File: src/rtl/dpb_pkg.sv
// Shared types and constants for the int4/int8 block dot product.
package dpb_pkg;

    // Element lanes carried by one item
    localparam int BYTES_PER_ITEM = 4;
    localparam int SUM_W          = 32;
    localparam int LANE_SUM_W     = 14;

    localparam logic [3:0]  ZP_RESET    = 4'd8;
    localparam logic [31:0] FP_QNAN     = 32'h7FC0_0000;
    localparam logic [31:0] FP_POS_ZERO = 32'h0000_0000;

    // Floating-point unit operations
    typedef enum logic [1:0] {
        OP_MUL,
        OP_ADD,
        OP_CVT
    } fp_op_t;

    // Steps of one block-pair close, low block first
    typedef enum logic [2:0] {
        STEP_SCALE_LO,
        STEP_CVT_LO,
        STEP_PROD_LO,
        STEP_ACC_LO,
        STEP_SCALE_HI,
        STEP_CVT_HI,
        STEP_PROD_HI,
        STEP_ACC_HI
    } step_t;

    // Controller to datapath
    typedef struct packed {
        logic  accept;
        logic  fp_start;
        step_t step;
        logic  clear_sums;
        logic  emit;
    } dp_cmd_t;

    // Datapath to controller
    typedef struct packed {
        logic fp_done;
        logic out_free;
    } dp_status_t;

endpackage

File: src/rtl/dpb_fpu.sv
// Multi-cycle fp32 unit: multiply, add and int32 conversion, round to nearest even.
module dpb_fpu (
    input  logic           clk,
    input  logic           rst_n,
    input  logic           start,
    input  dpb_pkg::fp_op_t op,
    input  logic [31:0]    a,
    input  logic [31:0]    b,
    output logic           done,
    output logic [31:0]    result
);
    import dpb_pkg::*;

    localparam int MW = 50;

    typedef enum logic [2:0] {
        F_IDLE,
        F_MUL,
        F_ALIGN,
        F_SUM,
        F_NORM,
        F_ROUND
    } fstate_t;

    fstate_t            state_reg;
    logic               sign_reg;
    logic signed [11:0] exp_reg;
    logic [MW-1:0]      m_reg;
    logic               stk_reg;
    logic [23:0]        ma_reg;
    logic [23:0]        mb_reg;
    logic [7:0]         shamt_reg;
    logic               sub_reg;
    logic [MW-1:0]      bsh_reg;
    logic               done_reg;
    logic [31:0]        result_reg;

    // Operand decode for multiply and conversion
    logic a_nan, a_inf, a_zero, b_nan, b_inf, b_zero;
    logic [23:0] a_man, b_man;
    logic [7:0]  a_ee, b_ee;
    logic [31:0] a_mag;

    assign a_nan  = (a[30:23] == 8'hFF) && (a[22:0] != 23'd0);
    assign a_inf  = (a[30:23] == 8'hFF) && (a[22:0] == 23'd0);
    assign a_zero = (a[30:0] == 31'd0);
    assign b_nan  = (b[30:23] == 8'hFF) && (b[22:0] != 23'd0);
    assign b_inf  = (b[30:23] == 8'hFF) && (b[22:0] == 23'd0);
    assign b_zero = (b[30:0] == 31'd0);
    assign a_man  = {a[30:23] != 8'd0, a[22:0]};
    assign b_man  = {b[30:23] != 8'd0, b[22:0]};
    assign a_ee   = (a[30:23] == 8'd0) ? 8'd1 : a[30:23];
    assign b_ee   = (b[30:23] == 8'd0) ? 8'd1 : b[30:23];
    assign a_mag  = a[31] ? (~a + 32'd1) : a;

    // Add: x is the operand of larger magnitude
    logic        swap;
    logic [31:0] x, y;
    logic        x_inf, y_inf, x_zero, y_zero;
    logic [23:0] x_man, y_man;
    logic [7:0]  x_ee, y_ee;

    assign swap   = b[30:0] > a[30:0];
    assign x      = swap ? b : a;
    assign y      = swap ? a : b;
    assign x_inf  = (x[30:23] == 8'hFF) && (x[22:0] == 23'd0);
    assign y_inf  = (y[30:23] == 8'hFF) && (y[22:0] == 23'd0);
    assign x_zero = (x[30:0] == 31'd0);
    assign y_zero = (y[30:0] == 31'd0);
    assign x_man  = {x[30:23] != 8'd0, x[22:0]};
    assign y_man  = {y[30:23] != 8'd0, y[22:0]};
    assign x_ee   = (x[30:23] == 8'd0) ? 8'd1 : x[30:23];
    assign y_ee   = (y[30:23] == 8'd0) ? 8'd1 : y[30:23];

    // Significand product
    logic [47:0] prod;
    assign prod = ma_reg * mb_reg;

    // Alignment shift with sticky
    logic [MW-1:0] afull, bfull, lost_mask, bsh, msum;
    assign afull     = {1'b0, ma_reg, 25'd0};
    assign bfull     = {1'b0, mb_reg, 25'd0};
    assign lost_mask = ~({MW{1'b1}} << shamt_reg);
    always_comb
    begin
        if (shamt_reg >= 8'(MW))
        begin
            bsh = {{(MW-1){1'b0}}, 1'b1};
        end
        else
        begin
            bsh = (bfull >> shamt_reg) | {{(MW-1){1'b0}}, |(bfull & lost_mask)};
        end
    end
    assign msum = sub_reg ? (afull - bsh_reg) : (afull + bsh_reg);

    // Rounding and packing
    logic [23:0]        q, qf;
    logic               g, st, inc;
    logic [24:0]        q25;
    logic signed [11:0] exp_r;
    logic [31:0]        rounded;

    assign q     = m_reg[MW-1:MW-24];
    assign g     = m_reg[MW-25];
    assign st    = (|m_reg[MW-26:0]) | stk_reg;
    assign inc   = g & (st | q[0]);
    assign q25   = {1'b0, q} + {24'd0, inc};
    assign exp_r = q25[24] ? (exp_reg + 12'sd1) : exp_reg;
    assign qf    = q25[24] ? q25[24:1] : q25[23:0];
    always_comb
    begin
        if (exp_r >= 12'sd255)
        begin
            rounded = {sign_reg, 8'hFF, 23'd0};
        end
        else
        begin
            rounded = {sign_reg, (qf[23] ? exp_r[7:0] : 8'h00), qf[22:0]};
        end
    end

    // Sequencer and registers
    always_ff @(posedge clk or negedge rst_n)
    begin
        if (!rst_n)
        begin
            state_reg <= F_IDLE;
            done_reg  <= 1'b0;
        end
        else
        begin
            done_reg <= 1'b0;
            case (state_reg)
                F_IDLE:
                begin
                    if (start)
                    begin
                        case (op)
                            OP_MUL:
                            begin
                                sign_reg <= a[31] ^ b[31];
                                if (a_nan || b_nan || (a_inf && b_zero) || (b_inf && a_zero))
                                begin
                                    result_reg <= FP_QNAN;
                                    done_reg   <= 1'b1;
                                end
                                else if (a_inf || b_inf)
                                begin
                                    result_reg <= {a[31] ^ b[31], 8'hFF, 23'd0};
                                    done_reg   <= 1'b1;
                                end
                                else if (a_zero || b_zero)
                                begin
                                    result_reg <= {a[31] ^ b[31], 31'd0};
                                    done_reg   <= 1'b1;
                                end
                                else
                                begin
                                    ma_reg    <= a_man;
                                    mb_reg    <= b_man;
                                    exp_reg   <= $signed({4'd0, a_ee}) + $signed({4'd0, b_ee})
                                                 - 12'sd126;
                                    state_reg <= F_MUL;
                                end
                            end
                            OP_ADD:
                            begin
                                sign_reg <= x[31];
                                if (a_nan || b_nan || (x_inf && y_inf && (x[31] != y[31])))
                                begin
                                    result_reg <= FP_QNAN;
                                    done_reg   <= 1'b1;
                                end
                                else if (x_inf)
                                begin
                                    result_reg <= x;
                                    done_reg   <= 1'b1;
                                end
                                else if (x_zero)
                                begin
                                    result_reg <= {x[31] & y[31], 31'd0};
                                    done_reg   <= 1'b1;
                                end
                                else if (y_zero)
                                begin
                                    result_reg <= x;
                                    done_reg   <= 1'b1;
                                end
                                else
                                begin
                                    ma_reg    <= x_man;
                                    mb_reg    <= y_man;
                                    shamt_reg <= x_ee - y_ee;
                                    sub_reg   <= x[31] ^ y[31];
                                    exp_reg   <= $signed({4'd0, x_ee}) + 12'sd1;
                                    state_reg <= F_ALIGN;
                                end
                            end
                            OP_CVT:
                            begin
                                sign_reg <= a[31];
                                if (a == 32'd0)
                                begin
                                    result_reg <= FP_POS_ZERO;
                                    done_reg   <= 1'b1;
                                end
                                else
                                begin
                                    m_reg     <= {a_mag, 18'd0};
                                    stk_reg   <= 1'b0;
                                    exp_reg   <= 12'sd158;
                                    state_reg <= F_NORM;
                                end
                            end
                            default:
                            begin
                                result_reg <= FP_QNAN;
                                done_reg   <= 1'b1;
                            end
                        endcase
                    end
                end
                F_MUL:
                begin
                    m_reg     <= {prod, 2'b00};
                    stk_reg   <= 1'b0;
                    state_reg <= F_NORM;
                end
                F_ALIGN:
                begin
                    bsh_reg   <= bsh;
                    state_reg <= F_SUM;
                end
                F_SUM:
                begin
                    m_reg     <= msum;
                    stk_reg   <= 1'b0;
                    state_reg <= F_NORM;
                end
                F_NORM:
                begin
                    // one bit a cycle, stopping at the subnormal boundary
                    if ((m_reg == '0) && !stk_reg)
                    begin
                        result_reg <= FP_POS_ZERO;
                        done_reg   <= 1'b1;
                        state_reg  <= F_IDLE;
                    end
                    else if (exp_reg < 12'sd1)
                    begin
                        if (m_reg == '0)
                        begin
                            exp_reg <= 12'sd1;
                        end
                        else
                        begin
                            m_reg   <= m_reg >> 1;
                            stk_reg <= stk_reg | m_reg[0];
                            exp_reg <= exp_reg + 12'sd1;
                        end
                    end
                    else if ((exp_reg > 12'sd1) && !m_reg[MW-1])
                    begin
                        m_reg   <= m_reg << 1;
                        exp_reg <= exp_reg - 12'sd1;
                    end
                    else
                    begin
                        state_reg <= F_ROUND;
                    end
                end
                F_ROUND:
                begin
                    result_reg <= rounded;
                    done_reg   <= 1'b1;
                    state_reg  <= F_IDLE;
                end
                default:
                begin
                    state_reg <= F_IDLE;
                end
            endcase
        end
    end

    assign done   = done_reg;
    assign result = result_reg;

endmodule

File: src/rtl/dpb_datapath.sv
// Datapath: integer block sums, fp operand routing, accumulator and result register.
module dpb_datapath (
    input  logic                clk,
    input  logic                rst_n,
    input  dpb_pkg::dp_cmd_t    cmd,
    output dpb_pkg::dp_status_t status,
    input  logic                cfg_valid,
    input  logic [3:0]          cfg_data,
    input  logic [31:0]         weight_bytes,
    input  logic [31:0]         act_low_group,
    input  logic [31:0]         act_high_group,
    input  logic [31:0]         w_scale_low,
    input  logic [31:0]         a_scale_low,
    input  logic [31:0]         w_scale_high,
    input  logic [31:0]         a_scale_high,
    output logic                out_valid,
    input  logic                out_stall,
    output logic [31:0]         dot_result
);
    import dpb_pkg::*;

    logic [3:0]              zp_reg;
    logic signed [SUM_W-1:0] sum_lo_reg, sum_hi_reg;
    logic [31:0]             acc_reg, t_reg, u_reg;
    logic [31:0]             ws_lo_reg, as_lo_reg, ws_hi_reg, as_hi_reg;
    logic                    out_valid_reg;
    logic [31:0]             out_data_reg;

    // Four lanes of (code - zero point) * activation
    function automatic logic signed [LANE_SUM_W-1:0] group_sum(
        input logic [31:0] w,
        input logic [31:0] act,
        input logic        hi,
        input logic [3:0]  zp
    );
        logic [3:0]                   nib;
        logic signed [4:0]            d;
        logic signed [LANE_SUM_W-1:0] dd, aa, acc;
        acc = '0;
        for (int i = 0; i < BYTES_PER_ITEM; i++)
        begin
            nib = hi ? w[8*i+4 +: 4] : w[8*i +: 4];
            d   = $signed({1'b0, nib}) - $signed({1'b0, zp});
            dd  = {{(LANE_SUM_W-5){d[4]}}, d};
            aa  = {{(LANE_SUM_W-8){act[8*i+7]}}, act[8*i +: 8]};
            acc = acc + dd * aa;
        end
        return acc;
    endfunction

    logic signed [LANE_SUM_W-1:0] lane_lo, lane_hi;
    assign lane_lo = group_sum(weight_bytes, act_low_group, 1'b0, zp_reg);
    assign lane_hi = group_sum(weight_bytes, act_high_group, 1'b1, zp_reg);

    // Operand routing for the current close step
    fp_op_t      fp_op;
    logic [31:0] fp_a, fp_b, fp_res;
    logic        fp_done;

    always_comb
    begin
        case (cmd.step)
            STEP_SCALE_LO: begin fp_op = OP_MUL; fp_a = ws_lo_reg;  fp_b = as_lo_reg; end
            STEP_CVT_LO:   begin fp_op = OP_CVT; fp_a = sum_lo_reg; fp_b = '0;        end
            STEP_PROD_LO:  begin fp_op = OP_MUL; fp_a = u_reg;      fp_b = t_reg;     end
            STEP_ACC_LO:   begin fp_op = OP_ADD; fp_a = acc_reg;    fp_b = t_reg;     end
            STEP_SCALE_HI: begin fp_op = OP_MUL; fp_a = ws_hi_reg;  fp_b = as_hi_reg; end
            STEP_CVT_HI:   begin fp_op = OP_CVT; fp_a = sum_hi_reg; fp_b = '0;        end
            STEP_PROD_HI:  begin fp_op = OP_MUL; fp_a = u_reg;      fp_b = t_reg;     end
            STEP_ACC_HI:   begin fp_op = OP_ADD; fp_a = acc_reg;    fp_b = t_reg;     end
            default:       begin fp_op = OP_MUL; fp_a = '0;         fp_b = '0;        end
        endcase
    end

    dpb_fpu u_fpu (
        .clk    (clk),
        .rst_n  (rst_n),
        .start  (cmd.fp_start),
        .op     (fp_op),
        .a      (fp_a),
        .b      (fp_b),
        .done   (fp_done),
        .result (fp_res)
    );

    // NaN leaves the block in canonical form
    logic [31:0] acc_out;
    assign acc_out = ((acc_reg[30:23] == 8'hFF) && (acc_reg[22:0] != 23'd0)) ? FP_QNAN : acc_reg;

    // Control state: zero point, sums, accumulator, output valid
    always_ff @(posedge clk or negedge rst_n)
    begin
        if (!rst_n)
        begin
            zp_reg        <= ZP_RESET;
            sum_lo_reg    <= '0;
            sum_hi_reg    <= '0;
            acc_reg       <= FP_POS_ZERO;
            out_valid_reg <= 1'b0;
        end
        else
        begin
            if (cfg_valid)
            begin
                zp_reg <= cfg_data;
            end
            if (cmd.clear_sums)
            begin
                sum_lo_reg <= '0;
                sum_hi_reg <= '0;
            end
            else if (cmd.accept)
            begin
                sum_lo_reg <= sum_lo_reg + SUM_W'(lane_lo);
                sum_hi_reg <= sum_hi_reg + SUM_W'(lane_hi);
            end
            if (cmd.emit)
            begin
                acc_reg <= FP_POS_ZERO;
            end
            else if (fp_done && ((cmd.step == STEP_ACC_LO) || (cmd.step == STEP_ACC_HI)))
            begin
                acc_reg <= fp_res;
            end
            if (cmd.emit)
            begin
                out_valid_reg <= 1'b1;
            end
            else if (!out_stall)
            begin
                out_valid_reg <= 1'b0;
            end
        end
    end

    // Payload registers
    always_ff @(posedge clk)
    begin
        if (cmd.accept)
        begin
            ws_lo_reg <= w_scale_low;
            as_lo_reg <= a_scale_low;
            ws_hi_reg <= w_scale_high;
            as_hi_reg <= a_scale_high;
        end
        if (fp_done)
        begin
            case (cmd.step)
                STEP_CVT_LO, STEP_CVT_HI:     u_reg <= fp_res;
                STEP_SCALE_LO, STEP_SCALE_HI,
                STEP_PROD_LO, STEP_PROD_HI:   t_reg <= fp_res;
                default:                      ;
            endcase
        end
        if (cmd.emit)
        begin
            out_data_reg <= acc_out;
        end
    end

    assign status.fp_done  = fp_done;
    assign status.out_free = !out_valid_reg || !out_stall;
    assign out_valid       = out_valid_reg;
    assign dot_result      = out_data_reg;

endmodule

File: src/rtl/dpb_ctrl.sv
// Controller: item acceptance and sequencing of the block-pair close.
module dpb_ctrl (
    input  logic                clk,
    input  logic                rst_n,
    input  logic                in_valid,
    output logic                in_stall,
    input  logic                block_pair_end,
    input  logic                dot_end,
    input  dpb_pkg::dp_status_t status,
    output dpb_pkg::dp_cmd_t    cmd
);
    import dpb_pkg::*;

    typedef enum logic [1:0] {
        S_IDLE,
        S_BUSY,
        S_EMIT
    } state_t;

    state_t state_reg;
    step_t  step_reg;
    logic   start_reg;
    logic   dend_reg;

    logic accept;
    logic last_done;
    assign accept    = in_valid && (state_reg == S_IDLE);
    assign last_done = (state_reg == S_BUSY) && status.fp_done && (step_reg == STEP_ACC_HI);

    // State, step and start pulse
    always_ff @(posedge clk or negedge rst_n)
    begin
        if (!rst_n)
        begin
            state_reg <= S_IDLE;
            step_reg  <= STEP_SCALE_LO;
            start_reg <= 1'b0;
            dend_reg  <= 1'b0;
        end
        else
        begin
            start_reg <= 1'b0;
            case (state_reg)
                S_IDLE:
                begin
                    if (accept && (block_pair_end || dot_end))
                    begin
                        dend_reg  <= dot_end;
                        step_reg  <= STEP_SCALE_LO;
                        start_reg <= 1'b1;
                        state_reg <= S_BUSY;
                    end
                end
                S_BUSY:
                begin
                    if (status.fp_done)
                    begin
                        if (step_reg == STEP_ACC_HI)
                        begin
                            state_reg <= dend_reg ? S_EMIT : S_IDLE;
                        end
                        else
                        begin
                            step_reg  <= step_t'(step_reg + 3'd1);
                            start_reg <= 1'b1;
                        end
                    end
                end
                S_EMIT:
                begin
                    if (status.out_free)
                    begin
                        state_reg <= S_IDLE;
                    end
                end
                default:
                begin
                    state_reg <= S_IDLE;
                end
            endcase
        end
    end

    assign in_stall       = (state_reg != S_IDLE);
    assign cmd.accept     = accept;
    assign cmd.fp_start   = start_reg;
    assign cmd.step       = step_reg;
    assign cmd.clear_sums = last_done;
    assign cmd.emit       = (state_reg == S_EMIT) && status.out_free;

endmodule

File: src/rtl/int4_int8_block_dot_product.sv
// Top level: int4 weight by int8 activation block dot product with fp32 scaling.
// An item without a block-pair or dot end leaves the input open; the next item may follow at once.
// A closing item runs four fp32 operations per block (two multiplies, a conversion, an add)
// on one shared iterative unit, whose normalising shifter moves one bit at a time.
// On a dot end the controller enters its emit state after the last add and registers the result once
// the previous one is not stalled; the input is stalled throughout the close. Reset clears sums,
// accumulator (+0) and output valid, and sets the zero point to 8.
module int4_int8_block_dot_product (
    input  logic        clk,
    input  logic        rst_n,
    input  logic        cfg_valid,
    output logic        cfg_ready,
    input  logic [3:0]  cfg_data,
    input  logic        in_valid,
    output logic        in_stall,
    input  logic [31:0] weight_bytes,
    input  logic [31:0] act_low_group,
    input  logic [31:0] act_high_group,
    input  logic [31:0] w_scale_low,
    input  logic [31:0] a_scale_low,
    input  logic [31:0] w_scale_high,
    input  logic [31:0] a_scale_high,
    input  logic        block_pair_end,
    input  logic        dot_end,
    output logic        out_valid,
    input  logic        out_stall,
    output logic [31:0] dot_result
);
    import dpb_pkg::*;

    dp_cmd_t    cmd;
    dp_status_t status;

    // Configuration is always taken
    assign cfg_ready = 1'b1;

    dpb_ctrl u_ctrl (
        .clk            (clk),
        .rst_n          (rst_n),
        .in_valid       (in_valid),
        .in_stall       (in_stall),
        .block_pair_end (block_pair_end),
        .dot_end        (dot_end),
        .status         (status),
        .cmd            (cmd)
    );

    dpb_datapath u_datapath (
        .clk            (clk),
        .rst_n          (rst_n),
        .cmd            (cmd),
        .status         (status),
        .cfg_valid      (cfg_valid & cfg_ready),
        .cfg_data       (cfg_data),
        .weight_bytes   (weight_bytes),
        .act_low_group  (act_low_group),
        .act_high_group (act_high_group),
        .w_scale_low    (w_scale_low),
        .a_scale_low    (a_scale_low),
        .w_scale_high   (w_scale_high),
        .a_scale_high   (a_scale_high),
        .out_valid      (out_valid),
        .out_stall      (out_stall),
        .dot_result     (dot_result)
    );

endmodule

File: config.mk
export PLATFORM = sky130hd
export DESIGN_NAME = int4_int8_block_dot_product
export DESIGN_NICKNAME = d
export VERILOG_FILES = /design/src/rtl/dpb_pkg.sv /design/src/rtl/dpb_fpu.sv /design/src/rtl/dpb_datapath.sv /design/src/rtl/dpb_ctrl.sv /design/src/rtl/int4_int8_block_dot_product.sv
export SDC_FILE = /design/constraint.sdc
export NUM_CORES = 2
export LEC_CHECK = 0
export BUFFER_PORTS_ARGS = -buffer_cell sky130_fd_sc_hd__buf_2
export CORE_ASPECT_RATIO = 1.25
export CORE_UTILIZATION = 52
export DETAILED_ROUTE_END_ITERATION = 16
export GPL_ROUTABILITY_DRIVEN = 0
export PLACE_DENSITY_LB_ADDON = 0.25
export SYNTH_ARGS = -nofsm -noshare
export SYNTH_HDL_FRONTEND = slang
export SYNTH_SLANG_ARGS = --single-unit
File: constraint.sdc
create_clock -name clk -period 16.9 [get_ports clk]
set_input_delay 0.845 -clock clk [delete_from_list [all_inputs] [get_ports clk]]
set_output_delay 0.845 -clock clk [all_outputs]
set_load 0.05 [all_outputs]
# Yosys cells after proc, flatten, opt, wreduce, memory -nomap -nowiden
# Index checks and enable logic that the tools add are counted.
# op_classes
add_sub_neg	27
mul	9
order_cmp	5
eq_ne	58
n_shift	2
n_mux	122
bitwise_logic	15
n_reduce_logical	89
# op_table
operator	count
32-bit 2-to-1 mux	19
50-bit 2-to-1 mux	8
24-bit 2-to-1 mux	15
50-bit case mux with 4 select lines	1
32-bit case mux with 3 select lines	2
32-bit case mux with 6 select lines	1
12-bit 2-to-1 mux	14
32-bit case mux with 4 select lines	1
31-bit zero test	4
5-bit by 8-bit multiplier with 13-bit output	8
24-bit case mux with 2 select lines	2
23-bit zero test	4
23-bit nonzero test	3
32-bit by 14-bit adder with 32-bit output	2
14-bit adder	4
49-bit by 50-bit adder with 50-bit output	1
49-bit by 50-bit bitwise AND with 50-bit output	1
50-bit zero test	1
50-bit NOT	1
50-bit by 1-bit bitwise OR with 50-bit output	1
50-bit OR reduction	1
50-bit by 8-bit << shifter with 50-bit output, first input constant	1
49-bit by 8-bit >> shifter with 50-bit output	1
49-bit by 50-bit subtractor with 50-bit output	1
69 further kinds	230
# totals
ff_bits	539
inputBits	235
output_inout_bits	35
wordCells	355

# Longest topological paths before layout
# logic_depth
ltp_word	15
depth_mapped	48

# Hierarchy
# A second synthesis with hierarchy kept.
# hier_totals
hier_cells	7287
hier_area_um2	68333.0
# by_module_without_submodules
mod	instances	cells_per_inst	area_per_inst_um2	seq_area_each_um2
dpb_fpu	1	4382	37802.5	6165.9
dpb_datapath	1	2868	30131.4	9255.1
dpb_ctrl	1	35	387.9	175.2
int4_int8_block_dot_product	1	2	11.3	0.0

# Worst setup path after synthesis
# OpenSTA, ideal clock, no wires.
# synth_timing
kind	input to register
startpoint	input port weight_bytes[20]
endpoint	register u_datapath.sum_hi_reg[28]
setup_time_ps	133
arrival_ps	11873
t_required_ps	16767
slack_ps	4894
cell_stages	46
n_path_buf	1
path_cell_list	inv_1 > ha_1 > inv_1 > fa_1 > a21o_1 > a21o_1 > clkbuf_1 > or2_2 > fa_1 > fa_1 > fa_1 > inv_1 > ha_1 > a21o_1 > a21oi_1 > nor2_1 > nor2_1 > nor2_1 > [... 10 more ...] > inv_1 > ha_1 > or3_1 > o21ai_0 > a21oi_1 > xnor2_1 > ha_1 > a2111oi_0 > o21ai_0 > a31o_2 > a21o_1 > or3_1 > a21oi_1 > nor4b_1 > a2111o_1 > a21oi_1 > xor2_1 > o21ai_0
# synth_via
elab_chain_cells	7
# synth_rtl
element	line_no	rtl
from (decl)	int4_int8_block_dot_product.sv:16	input logic [31:0] weight_bytes,
4-bit by 4-bit subtractor with 5-bit output	dpb_datapath.sv:43	d = $signed({1'b0, nib}) - $signed({1'b0, zp});
5-bit by 8-bit multiplier with 13-bit output	dpb_datapath.sv:46	acc = acc + dd * aa;
14-bit adder	dpb_datapath.sv:46	
14-bit by 13-bit adder with 14-bit output	dpb_datapath.sv:46	
32-bit by 14-bit adder with 32-bit output	dpb_datapath.sv:115	sum_hi_reg <= sum_hi_reg + SUM_W'(lane_hi);
32-bit 2-to-1 mux	dpb_datapath.sv:112	else if (cmd.accept)
32-bit 2-to-1 mux	dpb_datapath.sv:107	if (cmd.clear_sums)
to (signal assigned)	dpb_datapath.sv:115	
to (decl)	dpb_datapath.sv:23	logic signed [SUM_W-1:0] sum_lo_reg, sum_hi_reg;
# No other way between the ends. The select of a mux whose other input is x is not followed.
# A chain may end at the register's enable or synchronous reset.

# Worst setup path in the final report
# layout_timing
startpoint	register u_datapath.zp_reg[0]
endpoint	register u_datapath.sum_lo_reg[31]
# layout_via
elab_chain_cells	8
elab_cells_between_ends	14
cone_classes	add/sub: 8; mul: 4; mux: 2
# layout_rtl
element	line_no	rtl
from (decl)	dpb_datapath.sv:22	logic [3:0] zp_reg;
from (signal assigned)	dpb_datapath.sv:105	zp_reg <= cfg_data;
4-bit by 4-bit subtractor with 5-bit output	dpb_datapath.sv:43	
5-bit by 8-bit multiplier with 13-bit output	dpb_datapath.sv:46	
14-bit adder (2 in series)	dpb_datapath.sv:46	
14-bit by 13-bit adder with 14-bit output (*)	dpb_datapath.sv:46	
32-bit by 14-bit adder with 32-bit output (*)	dpb_datapath.sv:114	sum_lo_reg <= sum_lo_reg + SUM_W'(lane_lo);
32-bit 2-to-1 mux (*)	dpb_datapath.sv:112	
32-bit 2-to-1 mux (*)	dpb_datapath.sv:107	
to (signal assigned)	dpb_datapath.sv:114	
to (decl)	dpb_datapath.sv:23	
# Every way passes the cells marked *; elsewhere a longest branch is shown, timed or not. The select of a mux whose other input is x is not followed.

==> qor.csv <==
metric;value;unit
DR vias;53800;
synth unique cells;100;
met3 WL;15500;µm
status;finished clean;
total CTS buffers;57;
post-route ant nets;0;
Worst Setup End Kind;flip-flop;
max-slew violation count;0;
first-pass GRT wire length;313000;µm
clock sinks;538;
Via-to-Cell Ratio;5.93;
FFs w/ async S/R, synth;20.8;%
Worst Skew;0.0277;ns
FP Rows;147;
Iter 0 DRT Violations;4472;
Detail Placement HPWL;156000;µm
Tmin final;12.23;ns
Nets;8902;
yosys warns;0;
Crit-path slowest cell;a2111oi_0;
routed wire length;201000;µm
Crit Path Max Fanout;20;
most common cell in the netlist;inv_1;
synth top area cells;fa_1 (23%), edfxtp_1 (19%), ha_1 (11%), inv_1 (6.4%), nand2_1 (4.5%);
CTS resizes;0;
largest net degree at the start of global routing;75;
routed len/inst;22.1;µm
CTS H-Tree Depth;2;
TNS Setup;0;ns
number of global-route vias before repair;55700;
predominant post-synthesis flop cell;edfxtp_1;
Commonest cells post-synth;inv_1 (1,148), nand2_1 (803), fa_1 (777);
IO Port Bufs;268;
core area;128000;µm²
Most Frequent Cell on Critical Path;fa_1;
worst endpoint required time;17.47;ns
Hold Path Class;in2async;
Cell Area, Synth;67300;µm²
Die Ht;404;µm
worst-skew pair later-pin latency;0.67;ns
clock slew at reported path FFs;0.07;ns
GR Util All Layers;31.2;%
Initial Util;52.5;%
Highest Signal Layer;met5;
Congestion Overflow GR;0;
chip width;324;µm
critical path class;reg2reg;
Cells after Synth;7205;
Area growth syn-to-layout;7.52;%
Slew @ Worst Pin;1.42;ns
Final setup viols;0;
#FFs+latches synth;538;
CTS tree;done;
IO Count;270;
Tcrit/Tclk final;72.4;%
Slew Limit Headroom;5.29;%
Final Hold Fails;0;
Yosys top cell by area;fa_1;
max cap viols;0;
CP peak stage delay;0.63;ns
DIE AREA;131000;µm²
Syn Nets;8794;
Post-CTS Hold Fix Bufs;0;
fmax;0.0817;GHz
met2 wire len;98000;µm
final setup margin;4.67;ns
area share of the largest cell type after synthesis;23.1;%
CTS Root Cell;clkbuf_16;
RSZ-0062 raised after global routing;no;
worst slack at placement;4.44;ns
Post-synth EDFFs;426;
Seq/Total Area, Yosys;23.2;%
post-CTS setup buffers;0;
max reg flops;50;
Worst EP arrival;12.80;ns
initial antenna violation count;11;
crit path launch type;flip-flop;
Max clock buf depth;3;
ratio of cells with drive above 1 in the final layout;8.42;%
wire length on met1;72400;µm
Residual DRC;0;
drt pass-1 iters;9;
Post-Syn Area per Cell;9.35;µm²
==> metal layers <==
metal / global-route usage, % / up-vias
met4: 19.3 / 10
met2: 52.9 / 2441
met5: 0 / -
li1: - / 24200
met1: 36.9 / 26500
met3: 4.80 / 709
==> final timing paths <==
path                                              to  slack (ns)                       from  depth (start not counted)
setup / recovery           u_datapath.sum_lo_reg[31]        4.67       u_datapath.zp_reg[0]                         44
hold / removal             u_datapath.sum_hi_reg[23]        0.25                      rst_n                          1
setup reg to reg           u_datapath.sum_lo_reg[31]        4.67       u_datapath.zp_reg[0]                         44
hold reg to reg            u_datapath.sum_hi_reg[29]        0.51  u_datapath.sum_hi_reg[29]                          2
max in group asynchronous      u_datapath.acc_reg[9]       15.21                      rst_n                          2
min in group clk            u_datapath.ws_hi_reg[24]        0.37           w_scale_high[24]                          1
==> critical path: cells and delay by family (launching register included) <==
kind	cells	cell delay, ns
flip-flops	1	0.32
adder cells (fa/ha/maj)	12	5.22
AO/OA/AOI/OAI	17	3.93
XOR/XNOR	2	0.39
buffers and inverters	5	0.87
AND/OR/NAND/NOR	8	1.46
==> cells in the final DEF (no fill, tap or decap), types with 20 or more instances in the layout <==
master / synthesis / routed
o21ai_0: 251 / 250
o21bai_1: 52 / 52
and3_1: 31 / 30
fa_1: 777 / 777
nand4_1: 31 / 31
o21a_1: 21 / 21
nand2_1: 803 / 802
a221oi_1: 21 / 20
a21oi_1: 338 / 335
o31ai_1: 31 / 30
o211ai_1: 26 / 26
or3_1: 36 / 36
buf_4: 1 / 118
a22oi_1: 25 / 25
mux2_2: 29 / 29
a222oi_1: 43 / 43
and2_1: 374 / 373
a211oi_1: 27 / 26
or2_2: 25 / 25
edfxtp_1: 426 / 426
o22ai_1: 43 / 43
buf_2: 18 / 267
a31oi_1: 45 / 44
ha_1: 577 / 577
xnor2_1: 235 / 234
nand2b_1: 62 / 60
a21o_1: 124 / 124
mux2i_1: 108 / 108
inv_1: 1148 / 1147
nand3_1: 88 / 88
nor2_1: 340 / 338
xor2_1: 100 / 100
clkbuf_16: 0 / 58
dfrtp_1: 111 / 110
nor2b_1: 91 / 90
nor4_1: 42 / 42
a22o_1: 51 / 51
nor3_1: 68 / 68
==> final cells by class <==
class	count	area, µm²
clock buffer	74	1590
antenna	2	5.00
inverter	1151	4330
sequential	538	15600
clock inverter	33	358
fill	11500	56000
multi-input combinational	5180	46200
tap	1713	2140
timing repair buffer	385	2220
==> cells by family (layout without fill, tap and decap cells) <==
family / after synthesis / count (layout) / share of synthesized area, %
adders and majority gates: 1354 / 1354 / 33.8
muxes: 155 / 155 / 2.69
xor gates and xnor gates: 335 / 335 / 4.36
buffers and inverters: 1487 / 1643 / 8.47
AOI/OAI and AO/OA: 1283 / 1283 / 12.8
DFF: 538 / 538 / 23.2
other: 1 / 3 / 0.00557
and+or+nand+nor: 2052 / 2052 / 14.7
==> metrics by stage <==
step / util, % / cell area, µm² / hold WS (ns) / instances
4_1_cts: 56.4 / 72400 / 0.258 / 9074
3_5_place_dp: 54.9 / 70500 / 0.488 / 8967
3_3_place_gp: 54.9 / 70500 / 0.489 / 8967
6_report: 56.4 / 72400 / 0.249 / 9076
5_1_grt: 56.4 / 72400 / 0.284 / 9074
2_1_floorplan: - / 67300 / 0.446 / 7205
Power is not shown: default switching activity piles up to over one toggle a cycle in this logic, so the estimate is an artifact.
